## config.mk

```make
export PLATFORM = sky130hd
export DESIGN_NAME = keypad_pin_lock_top
export DESIGN_NICKNAME = d
export VERILOG_FILES = /design/src/rtl/core/kpl_pkg.sv /design/src/rtl/core/kpl_in_reg.sv /design/src/rtl/core/kpl_fsm.sv /design/src/rtl/core/kpl_out_reg.sv /design/src/rtl/core/keypad_pin_lock_top.sv
export SDC_FILE = /design/constraint.sdc
export NUM_CORES = 1
export LEC_CHECK = 0
export BUFFER_PORTS_ARGS = -buffer_cell sky130_fd_sc_hd__buf_2
export CELL_PAD_IN_SITES_DETAIL_PLACEMENT = 0
export CELL_PAD_IN_SITES_GLOBAL_PLACEMENT = 2
export CORE_ASPECT_RATIO = 0.8
export CORE_MARGIN = 2
export CORE_UTILIZATION = 38
export CTS_BUF_LIST = sky130_fd_sc_hd__clkbuf_8
export DETAILED_ROUTE_END_ITERATION = 12
export PLACE_DENSITY = 0.86
export SLEW_MARGIN = 20
export SYNTH_ARGS = -nofsm -noshare
export SYNTH_HDL_FRONTEND = slang
export SYNTH_SLANG_ARGS = --single-unit
```

## constraint.sdc

```tcl
create_clock -name clk -period 4 [get_ports clk]
set_input_delay 0 -clock clk [delete_from_list [all_inputs] [get_ports clk]]
set_output_delay 0 -clock clk [all_outputs]
set_load 0.02 [all_outputs]
```

## src/rtl/core/kpl_pkg.sv

```systemverilog
// Shared types, codes and constants of the keypad code lock.
`default_nettype none

package kpl_pkg;

  // Default number of characters in one code.
  localparam int CODE_LENGTH_DEF = 4;

  // Configuration register indexes and port widths.
  localparam int CFG_INDEX_W = 1;
  localparam int CFG_DATA_W  = 32;
  localparam logic [CFG_INDEX_W-1:0] REG_ADMIN_CODE = 1'd0;
  localparam logic [CFG_INDEX_W-1:0] REG_MAX_TRIES  = 1'd1;

  // Register reset values: code "1239", three tries.
  localparam logic [31:0] ADMIN_CODE_RST = 32'h3132_3339;
  localparam logic [2:0]  MAX_TRIES_RST  = 3'd3;

  // Highest failure count the counter holds.
  localparam logic [2:0] FAIL_MAX = 3'd7;

  // Result status codes.
  localparam logic [3:0] ST_IGNORED  = 4'd0;
  localparam logic [3:0] ST_STARTED  = 4'd1;
  localparam logic [3:0] ST_STORED   = 4'd2;
  localparam logic [3:0] ST_ERASED   = 4'd3;
  localparam logic [3:0] ST_NOCHANGE = 4'd4;
  localparam logic [3:0] ST_REJECTED = 4'd5;
  localparam logic [3:0] ST_GRANTED  = 4'd6;
  localparam logic [3:0] ST_DENIED   = 4'd7;
  localparam logic [3:0] ST_LOCKED   = 4'd8;

  // Event kinds.
  localparam logic KIND_KEY   = 1'b0;
  localparam logic KIND_START = 1'b1;

  // Special characters.
  localparam logic [7:0] CHAR_ERASE   = 8'h2A; // '*'
  localparam logic [7:0] CHAR_CONFIRM = 8'h23; // '#'

  // Key matrix, indexed by {row, col}.
  localparam logic [7:0] KEY_MAP [16] = '{
    8'h31, 8'h32, 8'h33, 8'h41,
    8'h34, 8'h35, 8'h36, 8'h42,
    8'h37, 8'h38, 8'h39, 8'h43,
    8'h2A, 8'h30, 8'h23, 8'h44
  };

  typedef struct packed {
    logic       kind;
    logic [1:0] key_row;
    logic [1:0] key_col;
  } item_t;

  typedef struct packed {
    logic [3:0] status;
    logic [7:0] key_char;
    logic [2:0] entered_count;
    logic [2:0] tries_left;
  } result_t;

endpackage

`default_nettype wire

```

## src/rtl/core/kpl_in_reg.sv

```systemverilog
// Input register of the keypad code lock: holds one key event until the lock takes it.
`default_nettype none

module kpl_in_reg (
  input  wire logic           clk,
  input  wire logic           rst,
  input  wire logic           item_valid,
  output logic                item_stall,
  input  wire kpl_pkg::item_t item,
  input  wire logic           advance,
  output logic                held_valid,
  output kpl_pkg::item_t      held
);

  // Hold the event while it cannot move on.
  assign item_stall = held_valid & ~advance;

  always_ff @(posedge clk) begin
    if (rst) begin
      held_valid <= 1'b0;
    end else if (!item_stall) begin
      held_valid <= item_valid;
    end
  end

  always_ff @(posedge clk) begin
    if (!item_stall && item_valid) begin
      held <= item;
    end
  end

endmodule

`default_nettype wire

```

## src/rtl/core/kpl_fsm.sv

```systemverilog
// Lock state machine: session phase, entry buffer, failure count and result decode.
`default_nettype none

module kpl_fsm #(
  parameter int CODE_LENGTH = kpl_pkg::CODE_LENGTH_DEF
) (
  input  wire logic           clk,
  input  wire logic           rst,
  input  wire logic           advance,
  input  wire kpl_pkg::item_t item,
  input  wire logic [31:0]    admin_code,
  input  wire logic [2:0]     max_tries,
  output kpl_pkg::result_t    result
);

  localparam int IDX_W = $clog2(CODE_LENGTH + 1);
  localparam logic [IDX_W-1:0] FULL = IDX_W'(CODE_LENGTH);

  typedef enum logic [1:0] {
    PH_IDLE    = 2'd0,
    PH_ENTRY   = 2'd1,
    PH_CONFIRM = 2'd2
  } phase_t;

  phase_t           phase, phase_next;
  logic [IDX_W-1:0] entry_index, entry_index_next;
  logic [2:0]       fail_count, fail_count_next;
  logic [7:0]       code_buf [CODE_LENGTH];

  logic [7:0]             ch;
  logic                   store;
  logic [3:0]             status;
  logic [2:0]             tries;
  logic [2:0]             fail_bumped;
  logic [CODE_LENGTH-1:0] pos_ok;
  logic                   match;

  // Compare each stored character with its byte of the code; positions
  // before the last four expect a zero byte.
  for (genvar g = 0; g < CODE_LENGTH; g++) begin : g_cmp
    localparam int POS = CODE_LENGTH - 1 - g;
    if (POS < 4) begin : g_byte
      assign pos_ok[g] = (code_buf[g] == admin_code[8*POS +: 8]);
    end else begin : g_zero
      assign pos_ok[g] = (code_buf[g] == 8'd0);
    end
  end
  assign match = &pos_ok;

  assign fail_bumped = (fail_count < kpl_pkg::FAIL_MAX) ? fail_count + 3'd1 : fail_count;

  always_comb begin
    phase_next       = phase;
    entry_index_next = entry_index;
    fail_count_next  = fail_count;
    status           = kpl_pkg::ST_IGNORED;
    ch               = 8'd0;
    store            = 1'b0;
    if (item.kind == kpl_pkg::KIND_START) begin
      phase_next       = PH_ENTRY;
      entry_index_next = '0;
      fail_count_next  = 3'd0;
      status           = kpl_pkg::ST_STARTED;
    end else begin
      ch = kpl_pkg::KEY_MAP[{item.key_row, item.key_col}];
      if (phase != PH_IDLE) begin
        if (ch == kpl_pkg::CHAR_ERASE) begin
          if (entry_index != '0) begin
            entry_index_next = entry_index - IDX_W'(1);
            status           = kpl_pkg::ST_ERASED;
          end else begin
            status = kpl_pkg::ST_NOCHANGE;
          end
        end else if (phase == PH_ENTRY && ch == kpl_pkg::CHAR_CONFIRM) begin
          entry_index_next = '0;
          status           = kpl_pkg::ST_REJECTED;
        end else if (entry_index < FULL) begin
          store            = 1'b1;
          entry_index_next = entry_index + IDX_W'(1);
          status           = kpl_pkg::ST_STORED;
          if (phase == PH_ENTRY && entry_index_next == FULL) begin
            phase_next = PH_CONFIRM;
          end
        end else if (ch == kpl_pkg::CHAR_CONFIRM) begin
          entry_index_next = '0;
          if (match) begin
            phase_next = PH_IDLE;
            status     = kpl_pkg::ST_GRANTED;
          end else begin
            fail_count_next = fail_bumped;
            if (fail_bumped >= max_tries) begin
              phase_next = PH_IDLE;
              status     = kpl_pkg::ST_LOCKED;
            end else begin
              phase_next = PH_ENTRY;
              status     = kpl_pkg::ST_DENIED;
            end
          end
        end else begin
          status = kpl_pkg::ST_NOCHANGE;
        end
      end
    end
    tries = (max_tries > fail_count_next) ? max_tries - fail_count_next : 3'd0;
  end

  assign result.status        = status;
  assign result.key_char      = ch;
  assign result.entered_count = 3'(entry_index_next);
  assign result.tries_left    = tries;

  always_ff @(posedge clk) begin
    if (rst) begin
      phase       <= PH_IDLE;
      entry_index <= '0;
      fail_count  <= 3'd0;
    end else if (advance) begin
      phase       <= phase_next;
      entry_index <= entry_index_next;
      fail_count  <= fail_count_next;
    end
  end

  // Entry buffer: write decode on the current index.
  always_ff @(posedge clk) begin
    for (int i = 0; i < CODE_LENGTH; i++) begin
      if (advance && store && entry_index == IDX_W'(i)) begin
        code_buf[i] <= ch;
      end
    end
  end

endmodule

`default_nettype wire

```

## src/rtl/core/kpl_out_reg.sv

```systemverilog
// Result register of the keypad code lock: holds one result until the receiver takes it.
`default_nettype none

module kpl_out_reg (
  input  wire logic             clk,
  input  wire logic             rst,
  input  wire logic             held_valid,
  input  wire kpl_pkg::result_t next_result,
  output logic                  advance,
  output logic                  result_valid,
  input  wire logic             result_stall,
  output kpl_pkg::result_t      result
);

  logic open;

  // The register takes a new result when empty or when its result transfers.
  assign open    = ~result_valid | ~result_stall;
  assign advance = held_valid & open;

  always_ff @(posedge clk) begin
    if (rst) begin
      result_valid <= 1'b0;
    end else if (open) begin
      result_valid <= held_valid;
    end
  end

  always_ff @(posedge clk) begin
    if (advance) begin
      result <= next_result;
    end
  end

endmodule

`default_nettype wire

```

## src/rtl/core/keypad_pin_lock_top.sv

```systemverilog
// Top level of the keypad code lock: configuration registers and the two-register pipeline.
//
// Usage:
//   Input channel (item_valid / item_stall / item): one decoded key event per
//   transfer, either a key press given by matrix row and column, or a start
//   event that opens a new session and clears the entry and failure counts.
//   Output channel (result_valid / result_stall / result): exactly one result
//   per event, in order: status, mapped character, characters held and tries
//   left.
//   Configuration (cfg_we / cfg_index / cfg_data): index 0 writes the four-
//   character code (first character in the top byte), index 1 writes the
//   failure limit from cfg_data[2:0]. Write only while no event is in flight.
// Timing:
//   An event waits in the input register, where the lock logic decodes it
//   and updates its state, and then lands in the result register.
//   Throughput is one event per cycle while the result is not stalled.
// Reset (rst, synchronous): both registers empty, no session open, code and
//   limit back to "1239" and 3.
// Stall: a stalled result holds; the input register keeps taking one more
//   event, then item_stall rises until the result transfers.
`default_nettype none

module keypad_pin_lock_top #(
  parameter int CODE_LENGTH = kpl_pkg::CODE_LENGTH_DEF
) (
  input  wire logic                           clk,
  input  wire logic                           rst,
  input  wire logic                           item_valid,
  output logic                                item_stall,
  input  wire kpl_pkg::item_t                 item,
  output logic                                result_valid,
  input  wire logic                           result_stall,
  output kpl_pkg::result_t                    result,
  input  wire logic                           cfg_we,
  input  wire logic [kpl_pkg::CFG_INDEX_W-1:0] cfg_index,
  input  wire logic [kpl_pkg::CFG_DATA_W-1:0]  cfg_data
);

  logic             advance;
  logic             held_valid;
  kpl_pkg::item_t   held;
  kpl_pkg::result_t next_result;
  logic [31:0]      admin_code;
  logic [2:0]       max_tries;

  // Configuration registers: decode the index, take the low bits of the data.
  always_ff @(posedge clk) begin
    if (rst) begin
      admin_code <= kpl_pkg::ADMIN_CODE_RST;
      max_tries  <= kpl_pkg::MAX_TRIES_RST;
    end else if (cfg_we) begin
      case (cfg_index)
        kpl_pkg::REG_ADMIN_CODE: admin_code <= cfg_data[31:0];
        kpl_pkg::REG_MAX_TRIES:  max_tries  <= cfg_data[2:0];
        default: ;
      endcase
    end
  end

  // Hold the incoming event until the lock takes it.
  kpl_in_reg u_in_reg (
    .clk        (clk),
    .rst        (rst),
    .item_valid (item_valid),
    .item_stall (item_stall),
    .item       (item),
    .advance    (advance),
    .held_valid (held_valid),
    .held       (held)
  );

  // Decode the held event and advance the lock state when it moves on.
  kpl_fsm #(
    .CODE_LENGTH (CODE_LENGTH)
  ) u_fsm (
    .clk        (clk),
    .rst        (rst),
    .advance    (advance),
    .item       (held),
    .admin_code (admin_code),
    .max_tries  (max_tries),
    .result     (next_result)
  );

  // Register the result toward the receiver.
  kpl_out_reg u_out_reg (
    .clk          (clk),
    .rst          (rst),
    .held_valid   (held_valid),
    .next_result  (next_result),
    .advance      (advance),
    .result_valid (result_valid),
    .result_stall (result_stall),
    .result       (result)
  );

endmodule

`default_nettype wire

```

==> metrics.md, run 1 <==
| Metric | Value |
|---|---|
| CTS Root Cell | `clkbuf_8` |
| Filler cells | `1094` |
| Worst path max stage delay | `0.54 ns` |
| CP bufs+invs | `1` |
| Synth area leaders | `edfxtp_1 33%, dfxtp_1 20%, nand2_1 6.7%, ha_1 5.6%, xnor2_1 5.5%` |
| Period minus WS final | `3.70 ns` |
| Slew Viols, Final | `0` |
| Fraction of layout cells with a size suffix above 1 | `17.0%` |
| H-tree depth | `3` |
| Via density | `4.96` |
| Ys Warns | `0` |
| Final hold vios | `0` |
| Max VDD drop | `202 µV` |
| Io pins | `63` |
| LEAKAGE | `2.16 nW` |
| Most common library cells after synthesis | `80 x nand2_1, 50 x edfxtp_1, 45 x dfxtp_1` |
| Routability cong. | `0.812` |
| Status | `completed` |
| Top-area cell type share of the netlist area | `33.5%` |
| First-pass GRT wire length | `17600 µm` |
| Port bufs | `61` |
| Yosys cell types | `53` |
| Mapped Cells | `443` |
| PwrDens | `347 nW/µm²` |
| Max FO, Critical Path | `8` |
| RSZ-0062 raised after global routing | `false` |
| TNS Setup | `0 ns` |
| GR Util All Layers | `17.8%` |
| Final period util | `92.6%` |
| Synthesized area per cell | `10.1 µm²` |
| Min-Delay Endpoint | `u_out_reg.result_valid` |
| Crit path max-delay family | `simple AND/OR/NAND/NOR gates` |
| P&R area growth vs syn | `23.8%` |
| Reg-to-Reg Start | `u_in_reg.held[0]` |
| #FFs+latches synth | `95` |
| Worst path cell trace | `inv_1, ha_1, or4bb_1, o22a_1, or3_4, a21oi_4, mux2i_1, or2_1, ha_1, a21o_1, a21oi_1, a31o_2, nor2_1` |
| ANT cells | `0` |
| Die area | `12700 µm²` |
| Final WL | `10800 µm` |
| DIE WIDTH | `125 µm` |
| Final setup viols | `0` |
| Worst Skew | `0.0115 ns` |
| Routed WL per cell | `15.6 µm` |
| Initial Util | `38.9%` |
| Die span in y | `101 µm` |
| Largest net degree at the start of global routing | `33` |
| Worst hold path type | `primary input to flip-flop` |
| Most used cell, CP | `ha_1` |
| Count leader, synth | `nand2_1` |
| TritonRoute pass-1 iters | `4` |
| Crit Path Class | `flip-flop to flip-flop` |
| Worst Max-Slew Pin Slew | `1.07 ns` |
| Clock transition at the registers of the reported paths | `0.09 ns` |
| DP HPWL | `7460 µm` |
| CP Capture Type | `flip-flop` |
| Number of synthesized flops with an enable pin | `50` |
| Max Fclk | `0.270 GHz` |
| Drt drc | `0` |
| Post-layout nets | `605` |
| R2r setup slk | `0.30 ns` |
| Clock tree buffer depth | `2` |
| CTS Buf Count | `9` |
| Number of routed nets with antenna violations | `0` |
| Starting DRT DRC Count | `191` |
| Synth Cell Area | `4490 µm²` |
| Levels on crit path | `13` |
| Slew margin rel. | `26.7%` |
| Net Count, Synth | `507` |
| Area leader, netlist | `edfxtp_1` |
| Skew-Pair Late Insertion Delay | `0.37 ns` |
| Post-synthesis sequential area ratio | `53.6%` |
| Util after Layout | `48.2%` |
| Max-cap viol count | `0` |
| Top_reg_cell synth | `edfxtp_1` |
| Row Count | `35` |
| Reg-to-reg endpoint | `u_out_reg.result[2]` |
| Crit start category | `flip-flop` |
| WP data arrival | `3.83 ns` |
| Clock sink count | `95` |
| Core Area | `11500 µm²` |
| Worst path slowest cell | `or4bb_1` |
| Total gr overflow | `0` |
| Initial antenna violation count | `0` |
| Min-delay src | `rst` |
| Synth async-reset ratio | `0%` |
| R2R depth | `13` |
| Number of global-route vias before repair | `3448` |
| CP Data Required Time | `4.12 ns` |
| Vias | `3444` |
| CTS tree | `built` |
| Hold path depth | `2` |
-- what timing repair did --
item,4_1_cts,5_1_grt
gates resized for setup,0,0
endpoints found under the hold margin,42,0
hold buffers,42,0
buffers inserted,0,2
endpoints found under the setup margin,0,2
-- flip-flops by register name, summed over array words and instances (netlist names) --
name / cells
admin_code: 32
u_fsm.phase: 2
u_fsm.fail_count: 3
u_out_reg.result_valid: 1
u_in_reg.held: 5
u_fsm.entry_index: 3
max_tries: 3
u_out_reg.result: 17
u_fsm.code_buf: 28
u_in_reg.held_valid: 1
-- cell usage in the layout, fill, tap and decap left out, types with 2 or more instances in the layout --
cell / Yosys / layout
and3_1: 2 / 2
a2111oi_0: 2 / 2
a211oi_1: 8 / 8
a21oi_1: 29 / 29
or3_4: 2 / 2
o21ai_0: 7 / 7
a31o_2: 2 / 2
edfxtp_1: 50 / 50
inv_1: 12 / 13
nand3b_1: 3 / 3
and2_1: 8 / 8
nor3_1: 3 / 3
nor2b_1: 8 / 7
mux2i_1: 4 / 4
nand3_1: 25 / 25
a21boi_0: 4 / 4
a311oi_1: 3 / 3
buf_4: 3 / 7
xor2_1: 2 / 2
nand2_1: 80 / 80
clkbuf_8: 0 / 9
a21o_1: 3 / 3
nor4_1: 5 / 5
ha_1: 20 / 20
dfxtp_1: 45 / 45
a31oi_1: 3 / 3
nand4_1: 7 / 7
xnor2_1: 28 / 28
buf_2: 2 / 61
inv_6: 0 / 2
a32o_1: 2 / 2
nand2b_1: 6 / 5
dlygate4sd3_1: 0 / 42
nor2_1: 27 / 27
-- cells by family (layout without fill, tap and decap cells) --
| group | count (synthesis) | count (layout) | share of synthesized area [%] |
|---|---|---|---|
| AO/OA/AOI/OAI | 74 | 74 | 11.0 |
| XOR/XNOR | 30 | 30 | 5.86 |
| adder cells (fa/ha/maj) | 21 | 21 | 6.03 |
| buffers and inverters | 35 | 138 | 3.24 |
| flip-flops | 95 | 95 | 53.6 |
| multiplexers | 5 | 5 | 1.14 |
| other | 1 | 1 | 0.0836 |
| AND/OR/NAND/NOR | 182 | 182 | 19.1 |
-- worst reg2reg max path: cells and delay by family (launching register included) --
kind / cells / cell delay, ns
and+or+nand+nor: 4 / 1.23
AOI/OAI and AO/OA: 5 / 0.98
adders and majority gates: 2 / 0.58
DFF: 1 / 0.42
muxes: 1 / 0.13
buffers and inverters: 1 / 0.12
-- layer usage --
metal	GRT usage, %	wire length [µm]	up-vias
li1	-	-	1748
met1	25.6	5330	1610
met2	27.6	4760	78
met3	4.44	614	8
met4	3.85	102	0
met5	0	0	-
-- per-stage QoR --
step	instance area, µm²	cells	power (W)	hold WS, ns	setup slack [ns]
floorplan	4490	443	0.00122	0.0989	0.454
global placement	4920	634	0.00129	0.178	0.268
detailed placement	4920	634	0.00129	0.179	0.170
CTS	5540	692	0.00195	0.111	0.162
global route	5550	694	0.00203	0.144	0.0380
finish	5550	694	0.00193	0.111	0.298
-- final cells by class --
type / count / area (µm²) / area share, %
clock inverter: 7 / 71.3 / 1.28
multi-input combinational: 313 / 1950 / 35.1
inverter: 12 / 45.0 / 0.811
sequential: 95 / 2400 / 43.3
timing repair buffer: 110 / 778 / 14.0
clock buffer: 9 / 124 / 2.23
tap: 148 / 185 / 3.33
-- how the worst max path moves through the flow --
| stage | slack, ns | to | startpoint |
|---|---|---|---|
| finish | 0.30 | u_out_reg.result[2] | u_in_reg.held[0] |
| global placement | 0.27 | u_out_reg.result[2] | u_in_reg.held[0] |
| CTS | 0.16 | u_out_reg.result[2] | u_in_reg.held[0] |
| detailed placement | 0.17 | u_out_reg.result[2] | u_in_reg.held[0] |
| global route | 0.04 | u_out_reg.result[1] | u_in_reg.held[0] |
| floorplan | 0.45 | u_out_reg.result[2] | u_in_reg.held[0] |
-- power by group --
part	total, W	internal, W	switching [W]
Sequential	0.00108	0.00106	0.0000231
Combinational	0.000216	0.0000979	0.000118
Clock	0.000630	0.000292	0.000338
No activity file was read; power rests on OpenSTA's default activity.
==> inputs of run 2 (changes only) <==
- BUFFER_PORTS_ARGS: -buffer_cell sky130_fd_sc_hd__buf_2 -> -buffer_cell sky130_fd_sc_hd__buf_4
==> run 2 against run 1 <==
Non-clock buffer count grew 3; sequential share of layout area shrank 1.1 points; largest power group unchanged; register-to-register slack lost 0.08 ns; largest cell class unchanged; clock power shrank 12%; flip-flop and latch count is the same; global-route usage shrank 0.10 points.
==> metrics.md, run 2 (synthesis results as in run 1) <==
| Metric | Value |
|---|---|
| Routed WL per cell | `15.3 µm (-1.9%)` |
| Clock transition at the registers of the reported paths | `0.08 ns (about the same)` |
| Final hold vios | `0 (unchanged)` |
| Status | `completed` |
| Vias | `3428 (-0.46%)` |
| Max Fclk | `0.264 GHz (-2.2%)` |
| Slew Viols, Final | `0 (unchanged)` |
| Largest register FFs | `32 (unchanged)` |
| Number of global-route vias before repair | `3399 (-1.4%)` |
| RSZ-0062 raised after global routing | `false` |
| Max VDD drop | `195 µV (-3.4%)` |
| Die area | `12700 µm² (unchanged)` |
| LEAKAGE | `2.21 nW (+2.0%)` |
| Min-delay src | `rst` |
| Total power draw | `0.00187 W (-2.9%)` |
| H-tree depth | `3 (unchanged)` |
| Fraction of layout cells with a size suffix above 1 | `17.3% (+0.27 points)` |
| R2R depth | `13 (unchanged)` |
| Top Registers | `admin_code: 32 flops, u_fsm.code_buf: 28 flops, u_out_reg.result: 17 flops` |
| WHS | `0.00819 ns (-0.103 ns)` |
| CTS Buf Count | `9 (unchanged)` |
| Starting DRT DRC Count | `186 (-2.6%)` |
| Final WL | `10600 µm (-1.5%)` |
| End of the critical path | `u_out_reg.result[2]` |
| CP Capture Type | `flip-flop` |
| WP data arrival | `3.91 ns (+0.08 ns)` |
| CP startpoint | `u_in_reg.held[0]` |
| Clock sink count | `95 (unchanged)` |
| DP HPWL | `7390 µm (-1.0%)` |
| Drt drc | `0 (unchanged)` |
| R2r setup slk | `0.21 ns (-0.08 ns)` |
| DIE WIDTH | `125 µm (unchanged)` |
| Crit Path Class | `flip-flop to flip-flop` |
| Slew margin rel. | `44.1% (+17 points)` |
| Largest net degree at the start of global routing | `33 (unchanged)` |
| Commonest non-fill, non-tap cells in the layout | `80 x nand2_1, 71 x buf_4, 50 x edfxtp_1` |
| PwrDens | `329 nW/µm² (-5.4%)` |
| CP Data Required Time | `4.13 ns (about the same)` |
| Util after Layout | `49.5% (+1.3 points)` |
| Crit start category | `flip-flop` |
| Biggest register | `admin_code` |
| P&R area growth vs syn | `27.1%` |
| CTS tree | `built` |
| Worst Skew | `0.00943 ns (-0.00202 ns)` |
| TritonRoute pass-1 iters | `4 (unchanged)` |
| Max FO, Critical Path | `8 (unchanged)` |
| ANT cells | `0 (unchanged)` |
| Initial Util | `38.9% (unchanged)` |
| Reg-to-Reg Start | `u_in_reg.held[0]` |
| Filler cells | `1065 (-2.7%)` |
| Skew-Pair Late Insertion Delay | `0.37 ns (about the same)` |
| CTS Root Cell | `clkbuf_8` |
| Initial antenna violation count | `0 (unchanged)` |
| Core Area | `11500 µm² (unchanged)` |
| Final period util | `94.7% (+2.1 points)` |
| Routability cong. | `0.872 (+7.4%)` |
| Worst Max-Slew Pin Slew | `0.838 ns (-0.234 ns)` |
| Io pins | `63 (unchanged)` |
| TNS Setup | `0 ns (unchanged)` |
| First-pass GRT wire length | `17700 µm (+0.12%)` |
| Number of routed nets with antenna violations | `0 (unchanged)` |
| Most common cell after layout, fill and taps aside | `nand2_1` |
| Via density | `4.92 (-0.89%)` |
| Row Count | `35 (unchanged)` |
| Die span in y | `101 µm (unchanged)` |
| Max-cap viol count | `0 (unchanged)` |
| Reg-to-reg endpoint | `u_out_reg.result[2]` |
| Dpl ws | `0.131 ns (-0.0386 ns)` |
| Worst hold path type | `primary input to flip-flop` |
| Period minus WS final | `3.79 ns (+0.0843 ns)` |
| Total gr overflow | `0 (unchanged)` |
| Final setup viols | `0 (unchanged)` |
| Worst setup margin | `0.214 ns (-0.0843 ns)` |
| Clock tree buffer depth | `2 (unchanged)` |
| Post-layout nets | `608 (+0.50%)` |
| Port bufs | `61 (unchanged)` |
| GR Util All Layers | `17.7% (-0.10 points)` |
==> run 2: cell types whose count changed in the layout (fill, tap and decap cells not counted), sizes merged <==
cell      previous run  this run
buf                 68        71
clkinvlp             0         2
clkinv               2         1
bufinv               1         0
==> run 2: report_power, final <==
group          total, W  internal [W]  switching, W
Sequential      0.00108       0.00106     0.0000237
Clock          0.000555      0.000222      0.000333
Combinational  0.000234      0.000116      0.000118
Total           0.00187       0.00140      0.000474
==> run 2: how the worst min path moves through the flow <==
| stage | to | cells after the start | slack, ns |
|---|---|---|---|
| floorplan | u_in_reg.held[0] | 0 | 0.1 |
| global placement | u_in_reg.held[4] | 1 | 0.18 |
| detailed placement | u_in_reg.held[3] | 1 | 0.18 |
| CTS | u_out_reg.result_valid | 2 | 0.003 |
| global route | u_fsm.phase[1] | 2 | 0.02 |
| finish | u_out_reg.result_valid | 2 | 0.008 |
==> run 2: cell type report <==
type | instances | area [µm²] | area share, %
flip-flops and latches | 95 | 2400 | 42.1
multi-input cells | 313 | 1950 | 34.2
repair buffers | 113 | 953 | 16.7
well taps | 148 | 185 | 3.25
clock buffers | 9 | 124 | 2.17
inverters | 12 | 45.0 | 0.790
clock inverters | 7 | 41.3 | 0.724
==> run 2: routing by layer <==
metal	vias up	GRT usage, %	part of all wire [%]
met5	-	0	0
met4	0	3.08	0.63
met3	4	5.39	4.8
met2	71	26.9	44
met1	1600	25.5	51
li1	1753	-	-
==> run 2: what timing repair did <==
action | 4_1_cts | 5_1_grt
setup endpoints to repair | 0 | 2
hold buffers | 42 | 0
gates resized for setup | 0 | 0
buffers inserted | 0 | 4
endpoints found under the hold margin | 42 | 0
==> run 2: critical path: stages, from the launching register on <==
cell	delay (ns)
edfxtp_1	0.43
inv_1	0.11
ha_1	0.35
or4bb_1	0.53
o22a_1	0.26
or3_4	0.42
a21oi_4	0.25
mux2i_1	0.13
or2_1	0.22
ha_1	0.29
a21o_1	0.17
a21oi_1	0.20
a31o_2	0.14
nor2_1	0.04
==> run 2: per-stage QoR <==
step / instance area, µm² / cells
after floorplan: 4490 / 443
after global placement: 5080 / 635
after detailed placement: 5080 / 635
after CTS: 5660 / 693
after global routing: 5700 / 697
final: 5700 / 697
